--- config.mk ---
export PLATFORM = sky130hd
export DESIGN_NAME = ibb_front
export DESIGN_NICKNAME = d
export VERILOG_FILES = /design/src/sv/ibb_pkg.sv /design/src/sv/ibb_front.sv
export SDC_FILE = /design/constraint.sdc
export NUM_CORES = 1
export LEC_CHECK = 0
export ABC_CLOCK_PERIOD_IN_PS = 14500
export CAP_MARGIN = 20
export CORE_ASPECT_RATIO = 1.1
export CORE_MARGIN = 4
export CORE_UTILIZATION = 30
export CTS_CLUSTER_SIZE = 20
export DETAILED_ROUTE_END_ITERATION = 6
export DONT_BUFFER_PORTS = 1
export HOLD_SLACK_MARGIN = 0.08
export RECOVER_POWER = 100
export SLEW_MARGIN = 5
export SYNTH_ARGS = -nofsm -noshare
export SYNTH_HDL_FRONTEND = slang
export SYNTH_SLANG_ARGS = --single-unit
--- constraint.sdc ---
create_clock -name clk -period 14.5 [get_ports clk]
set_input_delay 2.175 -clock clk [delete_from_list [all_inputs] [get_ports clk]]
set_output_delay 2.175 -clock clk [all_outputs]
set_load 0.03 [all_outputs]
--- src/sv/ibb_pkg.sv ---
// Shared types and constants for the integral box blur unit.
// No dependencies; every other file of the block imports this package.
package ibb_pkg;

  localparam int MAX_WIDTH    = 2048;
  localparam int COL_W        = $clog2(MAX_WIDTH);
  localparam int MAX_RADIUS   = 7;
  localparam int STORE_ROWS   = 2 * MAX_RADIUS + 1;
  localparam int SLOT_W       = $clog2(STORE_ROWS);
  localparam int STORE_DEPTH  = STORE_ROWS * MAX_WIDTH;
  localparam int STORE_AW     = SLOT_W + COL_W;
  localparam int HEIGHT_LIMIT = 4096;
  localparam int CS_W         = 12;
  localparam int WIN_W        = 16;
  localparam int QUEUE_DEPTH  = 4;
  localparam int QPTR_W       = $clog2(QUEUE_DEPTH);

  localparam logic [1:0] REG_WIDTH  = 2'd0;
  localparam logic [1:0] REG_HEIGHT = 2'd1;
  localparam logic [1:0] REG_RADIUS = 2'd2;

  typedef logic [2:0][7:0] pix_t;
  typedef logic [2:0][CS_W-1:0] csum_t;

  // One classified grid position, passed from the front end to the back end.
  typedef struct packed {
    logic [COL_W-1:0]  col;
    logic [SLOT_W-1:0] slot_new;
    logic [SLOT_W-1:0] slot_old;
    pix_t              pix;
    logic              in_image;
    logic              col_in;
    logic              col_zero;
    logic              row_zero;
    logic              drop;
    logic              sub;
    logic [SLOT_W-1:0] tap_sel;
    logic              emit;
    logic [7:0]        n;
    logic              frame_end;
  } cmd_t;

  typedef enum logic [2:0] {
    B_IDLE,
    B_READ,
    B_CALC,
    B_DIV,
    B_OUT
  } back_state_t;

endpackage

--- src/sv/ibb_front.sv ---
// Front end: accepts pixel transactions, tracks the padded grid position
// and classifies each position into a command. Depends on ibb_pkg.
module ibb_front (
  input  logic                 clk,
  input  logic                 rst,
  input  logic                 cfg_we,
  input  logic [11:0]          image_width,
  input  logic [12:0]          image_height,
  input  logic [2:0]           kernel_radius,
  input  logic                 pix_valid,
  input  logic [7:0]           chan0,
  input  logic [7:0]           chan1,
  input  logic [7:0]           chan2,
  input  logic                 q_full,
  output logic                 push,
  output ibb_pkg::cmd_t        cmd
);
  import ibb_pkg::*;

  logic [11:0]       scan_col, scan_col_next;
  logic [12:0]       scan_row, scan_row_next;
  logic [SLOT_W-1:0] row_slot, row_slot_next;

  logic [11:0] w_eff;
  logic [12:0] h_eff;
  logic [3:0]  span;
  logic [12:0] gw;
  logic [13:0] gh;
  logic [12:0] oy, y0, y_hi, y1;
  logic [11:0] ox, x0, x_hi, x1;
  logic [3:0]  cnt_y, cnt_x;
  logic [4:0]  slot_back;
  logic        col_wrap, row_wrap;

  always_comb begin
    if (image_width == 12'd0) w_eff = 12'd1;
    else if (image_width > 12'(MAX_WIDTH)) w_eff = 12'(MAX_WIDTH);
    else w_eff = image_width;
    if (image_height == 13'd0) h_eff = 13'd1;
    else if (image_height > 13'(HEIGHT_LIMIT)) h_eff = 13'(HEIGHT_LIMIT);
    else h_eff = image_height;
  end

  assign span = {kernel_radius, 1'b1};
  assign gw   = {1'b0, w_eff} + 13'(kernel_radius);
  assign gh   = {1'b0, h_eff} + 14'(kernel_radius);

  // Clipped window extent around the output pixel at (oy, ox).
  always_comb begin
    oy    = scan_row - 13'(kernel_radius);
    y0    = (oy > 13'(kernel_radius)) ? oy - 13'(kernel_radius) : 13'd0;
    y_hi  = oy + 13'(kernel_radius);
    y1    = (y_hi < h_eff - 13'd1) ? y_hi : h_eff - 13'd1;
    cnt_y = 4'(y1 - y0 + 13'd1);
    ox    = scan_col - 12'(kernel_radius);
    x0    = (ox > 12'(kernel_radius)) ? ox - 12'(kernel_radius) : 12'd0;
    x_hi  = ox + 12'(kernel_radius);
    x1    = (x_hi < w_eff - 12'd1) ? x_hi : w_eff - 12'd1;
    cnt_x = 4'(x1 - x0 + 12'd1);
    slot_back = 5'(row_slot) + 5'(STORE_ROWS) - 5'(span);
    if (slot_back >= 5'(STORE_ROWS)) slot_back = slot_back - 5'(STORE_ROWS);
  end

  always_comb begin
    cmd.col       = scan_col[COL_W-1:0];
    cmd.slot_new  = row_slot;
    cmd.slot_old  = slot_back[SLOT_W-1:0];
    cmd.pix       = {chan2, chan1, chan0};
    cmd.col_in    = scan_col < w_eff;
    cmd.in_image  = (scan_row < h_eff) && (scan_col < w_eff);
    cmd.col_zero  = scan_col == 12'd0;
    cmd.row_zero  = scan_row == 13'd0;
    cmd.drop      = scan_row >= 13'(span);
    cmd.sub       = scan_col >= 12'(span);
    cmd.tap_sel   = SLOT_W'({kernel_radius, 1'b0});
    cmd.emit      = (scan_row >= 13'(kernel_radius)) && (scan_col >= 12'(kernel_radius));
    cmd.n         = 8'(cnt_y) * 8'(cnt_x);
    cmd.frame_end = ({1'b0, scan_row} == gh - 14'd1) && ({1'b0, scan_col} == gw - 13'd1);
  end

  assign push     = pix_valid && !q_full;
  assign col_wrap = ({1'b0, scan_col} + 13'd1) >= gw;
  assign row_wrap = ({1'b0, scan_row} + 14'd1) >= gh;

  always_comb begin
    scan_col_next = scan_col;
    scan_row_next = scan_row;
    row_slot_next = row_slot;
    if (cfg_we) begin
      scan_col_next = '0;
      scan_row_next = '0;
      row_slot_next = '0;
    end else if (push) begin
      if (col_wrap) begin
        scan_col_next = '0;
        if (row_wrap) begin
          scan_row_next = '0;
          row_slot_next = '0;
        end else begin
          scan_row_next = scan_row + 13'd1;
          row_slot_next = (row_slot == SLOT_W'(STORE_ROWS - 1)) ? '0 : row_slot + 1'b1;
        end
      end else begin
        scan_col_next = scan_col + 12'd1;
      end
    end
  end

  always_ff @(posedge clk) begin
    if (rst) begin
      scan_col <= '0;
      scan_row <= '0;
      row_slot <= '0;
    end else begin
      scan_col <= scan_col_next;
      scan_row <= scan_row_next;
      row_slot <= row_slot_next;
    end
  end

endmodule

==> reports/qor.csv <==
metric;value;unit
cpPeakStageDelay;0.58;ns
fillerInstances;2952;
design_area;0.008414;mm2
swShare;0.5554;
vdd_drop_max;0.1757;mV
cts-buffers-inserted;5;
clock_path_buffers;2;
cts_resized;0;
seq_area;580.6;um2
critPathMaxFanout;10;
start_util;0.3065;
skew;0.006212;ns
start_kind;input port;
rsz0062_at_grt;false;
worstMarginPinSlew;1.639;ns
dr.pass1.iters;5;
fmax;78.98;MHz
violations;max-capacitance violations, max-slew violations;
p_leak;3.661;nW
drive_gt1_frac;0.03365;
grt_pass1_vias;7284;
critPathSlowestCell;fa_1;
synth-main-ff-cell;dfxtp_1;
p_int;0.3836;mW
hold_ws;0.5797;ns
crit_top_cell;ha_1;
die-area;0.03043;mm2
syn_inst;1106;
dieWidth;166.7;um
synth_top_area_share;0.2048;
synth_top_cell_by_area;ha_1;
cts_sinks;29;
synth.distinct_cells;84;
multi_input_area;0.006970;mm2
status;finished, violations left;
yosysMostFrequentCell;ha_1;
place_area;0.008332;mm2
gr-total-overflow;0;
vias;7470;
drt_wl_total;23180;um
power_density;102.6;mW/mm2
synthToLayoutAreaGrowth;1.250;%
grt_pass1_wl;38680;um
core;0.02712;mm2
r2r-end;row_slot[0]$_SDFFE_PP0P_;
fin_nets;1246;
crit_required;12.32;ns
netlist_area;0.008310;mm2
wl_per_cell;16.59;um
clock_latency;0.28;ns
worstSetupPathType;in -> out;
power.total;0.8629;mW
cts_root_buf;clkbuf_16;
reg2reg_depth;16;
ant_nets;0;
r2r_start;scan_row[4]$_SDFFE_PP0P_;
fin_crit_sh;0.8732;
ff2ff_setup_slack;9.63;ns
gp_congestion;0.8234;
grt.total_usage;0.1507;
pwr-share-clk;0.122;
cap_violations;2;
portBuffers;0;
die-height;182.6;um
setup-tns-final;0;ns
num_rows;63;
dp_hpwl;19040;um
min_to;scan_row[0]$_SDFFE_PP0P_;
grt_antenna_before_repair;1;
synthArstFlopShare;0;
fin_crit;12.66;ns
drtIter0Drc;445;
yosys_warnings;0;
synthTopCellsByCount;ha_1, nand2_1, xnor2_1;
power.net_switching;0.4793;mW
ys_seq_area_frac;0.06986;
min_delay_path_depth;2;
power_frac_seq;0.093;
syn-mean-instance-area;7.514;um2
arrival;10.49;ns
final-hold-violation-count;0;
ys_top_cells_by_area;ha_1, xnor2_1, dfxtp_1, xor2_1, nand2_1;
ys_ff_latch;29;
slew_headroom;-0.1082;
holdCritPathClass;reg -> reg;
slew_viol_final;2;
hold_start;scan_row[0]$_SDFFE_PP0P_;
htreeDepth;2;
cts_hold_buf;0;
crit_path_end_kind;output pin;
tritoncts;built;
synth_edf_count;0;
vias_per_cell;5.347;
combPwrFrac;0.785;
grt_start_max_net_pins;23;
diodes;0;
postCtsSetupBuffers;0;
pin_count;121;
drc;0;
setup_viol;0;
clk_pin_slew;0.06;ns
==> worst max-delay path by stage <==
| stage | start | to | slack (ns) | depth (start not counted) |
|---|---|---|---|---|
| after floorplan | kernel_radius[0] | cmd[8] | 2.35 | 35 |
| after global placement | kernel_radius[0] | cmd[8] | 2.01 | 35 |
| after detailed placement | kernel_radius[0] | cmd[8] | 1.87 | 33 |
| after CTS | kernel_radius[0] | cmd[8] | 1.85 | 33 |
| after global routing | kernel_radius[1] | cmd[8] | 1.10 | 35 |
| final | kernel_radius[0] | cmd[8] | 1.84 | 35 |
==> per-layer routing <==
metal | up-vias | share of wire | GRT usage
li1 | 3798 | - | -
met2 | 155 | 0.48 | 0.2633
met5 | - | 0 | 0
met1 | 3495 | 0.45 | 0.1910
met4 | 0 | 0.018 | 0.02717
met3 | 22 | 0.054 | 0.03618
==> state kept, by name, indices dropped and copies added, names as in the netlist <==
register,flops
scan_col,12
row_slot,4
scan_row,13
==> critical path: cells and delay by family <==
family | cells | cell delay (ns)
AO/OA/AOI/OAI | 8 | 1.31
XOR/XNOR | 5 | 1.11
adder cells (fa/ha/maj) | 10 | 3.61
buffers and inverters | 4 | 0.26
multiplexers | 1 | 0.37
AND/OR/NAND/NOR | 7 | 1.65
==> kinds of logic after synthesis <==
family | after synthesis | share of synthesized area
muxes | 10 | 0.01265
and+or+nand+nor | 408 | 0.2681
buffers and inverters | 149 | 0.08792
other | 2 | 0.0009037
adders and majority gates | 150 | 0.2385
DFF | 29 | 0.06986
AOI/OAI and AO/OA | 225 | 0.1802
xor gates and xnor gates | 133 | 0.1418
==> power by group through the flow <==
stage          Combinational [mW]  Sequential, mW  Clock, mW
2_1_floorplan               0.605          0.0818          0
3_3_place_gp                0.673          0.0822          0
3_5_place_dp                0.682          0.0822          0
4_1_cts                     0.689          0.0805      0.105
5_1_grt                     0.759          0.0805      0.110
6_report                    0.677          0.0805      0.105
==> cells in the final DEF (no fill, tap or decap), drive strengths merged, types with 10 or more instances in the layout <==
cell type	n
or2	10
nor2b	24
xor2	48
ha	136
nand2	87
clkbuf	12
inv	65
nor3	26
nand3	44
dfxtp	29
nor2	73
or3	12
a21oi	56
a31oi	10
fa	14
nand4	20
nand2b	18
o21ai	55
nand3b	10
and3	20
o211ai	11
xnor2	84
nor4	17
a21o	21
==> stage by stage <==
step	utilization	cells	setup WS (ns)
5_1_grt	0.3103	1397	1.100
3_3_place_gp	0.3073	1387	2.014
6_report	0.3103	1397	1.839
3_5_place_dp	0.3073	1387	1.865
2_1_floorplan	-	1108	2.348
4_1_cts	0.3125	1395	1.854
==> final cells by class <==
| class | count | share of cell area |
|---|---|---|
| clock buffer | 5 | 0.01487 |
| clock inverter | 3 | 0.002082 |
| inverter | 66 | 0.02944 |
| multi-input combinational | 930 | 0.8284 |
| sequential | 29 | 0.06900 |
| tap | 357 | 0.05309 |
| timing repair buffer | 7 | 0.003123 |
Power figures use the tool's default switching activity.
