--- config.mk ---
export PLATFORM = sky130hd
export DESIGN_NAME = ibb_queue
export DESIGN_NICKNAME = d
export VERILOG_FILES = /design/src/sv/ibb_pkg.sv /design/src/sv/ibb_queue.sv
export SDC_FILE = /design/constraint.sdc
export NUM_CORES = 1
export LEC_CHECK = 0
export BUFFER_PORTS_ARGS = -buffer_cell sky130_fd_sc_hd__buf_2
export CORE_AREA = 3 3 142 144
export CTS_CLUSTER_SIZE = 25
export DETAILED_ROUTE_END_ITERATION = 8
export DIE_AREA = 0 0 145 147
export PLACE_DENSITY = 0.74
export SYNTH_ARGS = -nofsm -noshare
export SYNTH_HDL_FRONTEND = slang
export SYNTH_SLANG_ARGS = --single-unit
--- constraint.sdc ---
create_clock -name clk -period 2.65 [get_ports clk]
set_input_delay 0.795 -clock clk [delete_from_list [all_inputs] [get_ports clk]]
set_output_delay 0.795 -clock clk [all_outputs]
set_load 0.02 [all_outputs]
--- src/sv/ibb_pkg.sv ---
// Shared types and constants for the integral box blur unit.
// No dependencies; every other file of the block imports this package.
package ibb_pkg;

  localparam int MAX_WIDTH    = 2048;
  localparam int COL_W        = $clog2(MAX_WIDTH);
  localparam int MAX_RADIUS   = 7;
  localparam int STORE_ROWS   = 2 * MAX_RADIUS + 1;
  localparam int SLOT_W       = $clog2(STORE_ROWS);
  localparam int STORE_DEPTH  = STORE_ROWS * MAX_WIDTH;
  localparam int STORE_AW     = SLOT_W + COL_W;
  localparam int HEIGHT_LIMIT = 4096;
  localparam int CS_W         = 12;
  localparam int WIN_W        = 16;
  localparam int QUEUE_DEPTH  = 4;
  localparam int QPTR_W       = $clog2(QUEUE_DEPTH);

  localparam logic [1:0] REG_WIDTH  = 2'd0;
  localparam logic [1:0] REG_HEIGHT = 2'd1;
  localparam logic [1:0] REG_RADIUS = 2'd2;

  typedef logic [2:0][7:0] pix_t;
  typedef logic [2:0][CS_W-1:0] csum_t;

  // One classified grid position, passed from the front end to the back end.
  typedef struct packed {
    logic [COL_W-1:0]  col;
    logic [SLOT_W-1:0] slot_new;
    logic [SLOT_W-1:0] slot_old;
    pix_t              pix;
    logic              in_image;
    logic              col_in;
    logic              col_zero;
    logic              row_zero;
    logic              drop;
    logic              sub;
    logic [SLOT_W-1:0] tap_sel;
    logic              emit;
    logic [7:0]        n;
    logic              frame_end;
  } cmd_t;

  typedef enum logic [2:0] {
    B_IDLE,
    B_READ,
    B_CALC,
    B_DIV,
    B_OUT
  } back_state_t;

endpackage

--- src/sv/ibb_queue.sv ---
// Short command queue between the front end and the back end.
// Depends on ibb_pkg for the command type and depth.
module ibb_queue (
  input  logic          clk,
  input  logic          rst,
  input  logic          push,
  input  ibb_pkg::cmd_t wr_cmd,
  input  logic          pop,
  output ibb_pkg::cmd_t rd_cmd,
  output logic          full,
  output logic          empty
);
  import ibb_pkg::*;

  cmd_t              entries [QUEUE_DEPTH];
  logic [QPTR_W-1:0] wr_ptr, rd_ptr;
  logic [QPTR_W:0]   count;

  assign full   = count == (QPTR_W+1)'(QUEUE_DEPTH);
  assign empty  = count == '0;
  assign rd_cmd = entries[rd_ptr];

  always_ff @(posedge clk) begin
    if (push) entries[wr_ptr] <= wr_cmd;
  end

  always_ff @(posedge clk) begin
    if (rst) begin
      wr_ptr <= '0;
      rd_ptr <= '0;
      count  <= '0;
    end else begin
      if (push) wr_ptr <= wr_ptr + 1'b1;
      if (pop) rd_ptr <= rd_ptr + 1'b1;
      count <= count + (QPTR_W+1)'(push) - (QPTR_W+1)'(pop);
    end
  end

endmodule

==> results of run 1 <==
## placed cells by master, fill, tap and decap left out
cell,netlist,layout
edfxtp_1,252,252
buf_2,6,80
mux4_2,60,63
buf_6,1,53
clkbuf_16,0,27
buf_12,6,11
buf_4,0,9
dfxtp_1,9,7
inv_1,6,6
ha_1,6,6
clkinv_2,0,6
clkinv_1,0,6
nor2_1,5,5
buf_16,0,5
and2_4,0,4
clkbuf_1,1,4
bufinv_16,0,4
nor2b_1,2,2
xnor2_1,2,2
dfxtp_4,0,2
buf_8,0,2
nor3_1,1,1
and3_1,1,1
a21bo_2,1,1
nand3b_1,1,1
a21oi_1,1,1
mux2i_1,1,1
xor3_1,1,1
fa_1,1,1
## routing by layer
metal  vias up  global-route usage, %
met2       128                  28.36
met1      2288                  22.87
met3        38                  3.547
met4         2                  4.086
li1       1931                      -
met5         -                      0
## sequential cells by signal (all words and copies together), names as in the netlist, named ones only
signal and flops:
rd_ptr 2, entries 252, wr_ptr 2, count 3
## stage by stage
step	hold WS, ps	setup TNS [ps]	worst slack, ps	power [mW]
floorplan	491.8	0	541.2	5.557
global placement	517.8	0	364.8	5.892
detailed placement	528.4	0	304.2	5.929
CTS	467.0	-4225	-125.1	9.819
global route	468.3	-6343	-143.6	10.13
finish	493.4	-2458	-76.92	9.754
## what timing repair did
| item | 4_1_cts | 5_1_grt |
|---|---|---|
| hold endpoints to repair | 0 | 0 |
| setup endpoints to repair | 63 | 63 |
| gates resized for setup | 77 | 42 |
| setup buffers | 8 | 2 |
| gates cloned | 5 | 0 |
## cells by family after synthesis
group           count (synthesis)
flops                         261
simple gates                   14
xor+xnor                        3
fa+ha+maj                       7
compound gates                  2
buf+inv                        20
mux                            64
## worst max-delay path: stages (launching register included)
cell     delay [ps]
dfxtp_4         380
buf_4           130
buf_12          110
buf_16          130
mux4_2          510
buf_6           150
## where the power goes
group	leakage, nW	total, mW	switching [mW]	internal [mW]
Combinational	1.34	1.29	0.640	0.651
Sequential	2.39	4.80	0.0578	4.74
Clock	0.427	3.66	1.43	2.23
Total	4.15	9.75	2.13	7.63
## cell type report
type,instances,area share [%]
Inverter,6,0.1864
Tap cell,260,2.692
Sequential cell,261,64.17
Clock inverter,16,1.429
Timing Repair Buffer,160,12.02
Multi-Input combinational cell,90,13.78
Clock buffer,31,5.715
## final timing paths
| check | to | start | depth (start not counted) |
|---|---|---|---|
| setup reg to reg | count[2] | count[0] | 7 |
| hold / removal | entries[0][43] | wr_cmd[43] | 1 |
| hold reg to reg | flop | rd_ptr[1] | 2 |
| setup / recovery | rd_cmd[56] | flop | 5 |
==> metrics.md, run 1 <==
| Metric | Value |
|---|---|
| CP arrival | `1930 ps` |
| Pwr dens | `807.2 nW/µm²` |
| R2R setup slack | `860 ps` |
| Register Area | `7755 µm²` |
| Number of global-route vias before repair | `4836` |
| Final count of hold timing violations | `0` |
| Utilization after layout | `64.17%` |
| DR top layer | `met5` |
| Hpwl dp | `10480 µm` |
| Core Footprint | `18830 µm²` |
| Syn Area/Cell | `25.88 µm²` |
| Post-synthesis compound-gate area fraction | `0.1564%` |
| Post-route design area | `12080 µm²` |
| Metal2 WL | `8885 µm` |
| Htree depth | `1` |
| Nets | `619` |
| Total GRT Usage | `16.79%` |
| Seq/Total Area, Yosys | `80.69%` |
| Port Buffers | `131` |
| Placer congestion estimate | `0.7930` |
| Highest Clock Rate | `366.7 MHz` |
| Post-Layout Cell Count | `824` |
| Synth Warn # | `0` |
| # DRC | `0` |
| Yosys top cell area share | `78.81%` |
| CTS Buf Count | `26` |
| Synth Area in Adders | `0.9904%` |
| Metal3 WL | `1069 µm` |
| Rel. slew slack | `72.71%` |
| Clk slew on worst S/H paths | `60 ps` |
| Post-Syn Nets | `445` |
| Ant diodes | `0` |
| CP Class | `flop to output pin` |
| Synth Area in XOR/XNOR | `0.4300%` |
| Clk_lat worst skew | `510 ps` |
| Setup crit start kind | `flop` |
| Status | `complete, but fails checks` |
| Clock buffer depth | `3` |
| Crit path time final | `2727 ps` |
| Critical path peak fanout | `6` |
| Iteration-0 DRC count of the detailed router | `248` |
| Mux contribution to synthesized area | `15.00%` |
| Number of setup violations in the final report | `50` |
| Worst min-delay path category | `input port to flop` |
| Gr ovfl total | `0` |
| Clock Sinks | `261` |
| Row count | `50` |
| Most frequent cell after synthesis | `edfxtp_1` |
| Worst-Margin Slew | `409.3 ps` |
| Simple-gate share of the synthesized area | `0.7819%` |
| Final worst setup slack | `-76.92 ps` |
| Area contributors post-synth | `edfxtp_1 (79%), mux4_2 (14%), dfxtp_1 (1.9%)` |
| Max-Cap Viols | `0` |
| Max-slew violations | `0` |
| Post-synth EDFFs | `252` |
| First-pass GRT wire length | `27840 µm` |
| Lkg Pwr | `4.153 nW` |
| Io pins | `132` |
| Hold-fix buffers, CTS | `0` |
| Wl on met1 | `7503 µm` |
| Unrepaired setup endpoints after global routing | `yes` |
| Crit share post-route | `102.9%` |
| Filler cells | `1226` |
| P&R area growth vs syn | `25.85%` |
| Wirelength per Cell | `21.64 µm` |
| Share of cells above drive strength 1 | `47.34%` |
| Mapped Cells | `371` |
| Setup skew after layout | `5.100 ps` |
| WP data required | `1860 ps` |
| Routed Antenna Nets | `0` |
| Failing checks | `setup timing` |
| Starting density of the core | `50.99%` |
| Main combinational cell family by area after synthesis | `multiplexers` |
| Synthesized area | `9602 µm²` |
| Initial antenna violation count | `1` |
| Root Driver | `clkbuf_16` |
| Die width | `145 µm` |
| Via count | `4387` |
| Total Routed Length | `17830 µm` |
| CTS tree | `yes` |
| DIE HEIGHT | `147 µm` |
| Maximum VDD drop | `0.0007353 V` |
| Synth cell count leaders | `edfxtp_1 (252), mux4_2 (60), dfxtp_1 (9)` |
| Unique masters post-synth | `22` |
| Crit path capture type | `output pin` |
| Number of synthesized register bits | `261` |
| Area of the multi-input gates | `1665 µm²` |
| Cell taking the most area after synthesis | `edfxtp_1` |
| Async SR Flop Fraction | `0%` |
| Largest net degree at the start of global routing | `35` |
| Die ar. | `21320 µm²` |
| Vias/cell | `5.324` |
| Dpl cells | `764` |
| Placed Area | `10640 µm²` |
| Most used DFF post-synth | `edfxtp_1` |
| DR pass1 iterations | `5` |
(Power assumes the default switching activity.)
==> inputs of run 2 (changes only) <==
BUFFER_PORTS_ARGS = default   (was -buffer_cell sky130_fd_sc_hd__buf_2)
CORE_AREA = 3 3 135 137   (was 3 3 142 144)
DIE_AREA = 0 0 138 140   (was 0 0 145 147)
DONT_BUFFER_PORTS = 1   (was default)
==> metrics.md, run 2 (synthesized netlist as in run 1, its figures left out) <==
| Metric | Value |
|---|---|
| Most common cell after layout, fill and taps aside | `edfxtp_1` |
| Critical path peak fanout | `7` |
| Vias/cell | `5.890` |
| Clk slew on worst S/H paths | `60 ps` |
| Lkg Pwr | `3.419 nW` |
| Setup skew after layout | `22.01 ps` |
| Setup crit start kind | `flop` |
| Reg-to-Reg End | `count[2]` |
| Clock Sinks | `261` |
| CTS tree | `yes` |
| Max reg flops | `252` |
| Wirelength per Cell | `24.79 µm` |
| Crit path cell chain | `buf_12 -> clkbuf_16 -> mux4_2` |
| Maximum VDD drop | `0.0006009 V` |
| Area of the multi-input gates | `1677 µm²` |
| Crit path time final | `2640 ps` |
| Worst-Margin Slew | `640.6 ps` |
| Hold Crit Depth | `1` |
| Number of setup violations in the final report | `0` |
| Via count | `3811` |
| Hold path start | `rst` |
| Die ar. | `19320 µm²` |
| Highest Clock Rate | `378.7 MHz` |
| WP data required | `1860 ps` |
| Routed Antenna Nets | `0` |
| Worst min-delay path category | `input port to flop` |
| Slowest-stage cell, CP | `mux4_2` |
| Initial antenna violation count | `0` |
| Clk_lat worst skew | `510 ps` |
| Row count | `48` |
| Die width | `138 µm` |
| # DRC | `0` |
| Most frequent cells in the layout | `edfxtp_1 (252), mux4_2 (60), clkbuf_16 (27)` |
| Max-Cap Viols | `0` |
| Largest net degree at the start of global routing | `45` |
| First-pass GRT wire length | `24860 µm` |
| DIE HEIGHT | `140 µm` |
| R2R setup slack | `880 ps` |
| CP arrival | `1850 ps` |
| R2R cell count | `7` |
| Htree depth | `1` |
| Max incr delay on CP | `590 ps` |
| Share of cells above drive strength 1 | `29.38%` |
| Io pins | `132` |
| Total Routed Length | `16040 µm` |
| Biggest register | `entries` |
| Setup TNS | `0 ps` |
| Hold WS | `343.3 ps` |
| P&R area growth vs syn | `12.91%` |
| Nets | `478` |
| Core Footprint | `17180 µm²` |
| Max-slew violations | `0` |
| Number of global-route vias before repair | `4170` |
| Final count of hold timing violations | `0` |
| Rel. slew slack | `56.96%` |
| Crit path capture type | `output pin` |
| Port Buffers | `0` |
| DR pass1 iterations | `4` |
| Placer congestion estimate | `0.6788` |
| Filler cells | `1146` |
| FF-to-FF Start | `count[0]` |
| Status | `finished, final reports clean` |
| Pwr dens | `835.5 nW/µm²` |
| Total GRT Usage | `16.61%` |
| Clock buffer depth | `3` |
| Ant diodes | `0` |
| Biggest regs | `entries (252), count (3)` |
| Iteration-0 DRC count of the detailed router | `259` |
| CTS Buf Count | `25` |
| Unrepaired setup endpoints after global routing | `yes` |
| Hold-fix buffers, CTS | `0` |
| Root Driver | `clkbuf_16` |
| Gr ovfl total | `0` |
| Hpwl dp | `9566 µm` |
| Starting density of the core | `55.90%` |
| CP Class | `flop to output pin` |
| Crit share post-route | `99.64%` |
| Register Area | `7755 µm²` |
## run 2: layout make-up
class                      count  share of cell area [%]
clock inverter                18                   1.593
inverter                       6                  0.2077
sequential                   261                   71.53
tap                          225                   2.597
clock buffer                  27                   5.840
timing repair buffer          20                   2.770
multi-input combinational     90                   15.46
## run 2: per-layer routing
metal,GRT usage [%],wire length [µm],up-vias
met1,20.98,6142,2001
met5,0,0,-
li1,-,-,1646
met2,28.13,8230,144
met4,4.888,282,0
met3,5.258,1384,20
## run 2: worst max-delay path: cells and delay by family (launching register included)
| family | cells | cell delay [ps] |
|---|---|---|
| mux | 1 | 590 |
| flops | 1 | 420 |
| buf+inv | 2 | 330 |
## run 2: where the power goes
part | total, mW | switching, mW | leakage, nW | internal [mW]
sequential | 4.80 | 0.0573 | 2.39 | 4.74
combinational | 0.845 | 0.505 | 0.641 | 0.340
clock | 3.41 | 1.39 | 0.387 | 2.02
## run 2: timing repair
| action | CTS | global route |
|---|---|---|
| pin swaps | 0 | 0 |
| setup buffers | 3 | 3 |
| cloned | 0 | 3 |
| setup endpoints to repair | 52 | 53 |
| resized for setup | 0 | 2 |
## run 2: how the worst max path moves through the flow
stage | slack (ps) | cells after the start | end
3_5_place_dp | 400 | 2 | rd_cmd[54]
2_1_floorplan | 540 | 6 | count[2]
5_1_grt | -40 | 3 | rd_cmd[38]
3_3_place_gp | 410 | 2 | rd_cmd[48]
6_report | 10 | 3 | rd_cmd[38]
4_1_cts | -30 | 2 | rd_cmd[54]
## run 2: stage by stage
step	instance area [µm²]	total power [mW]	util, %	worst slack, ps	instances
final	10840	9.058	63.12	9.561	647
after global routing	10840	9.394	63.12	-44.39	647
after CTS	10730	9.137	62.49	-34.83	641
after detailed placement	9906	5.709	57.67	399.6	593
after global placement	9906	5.681	57.67	411.2	593
after floorplan	9607	5.557	-	541.2	371
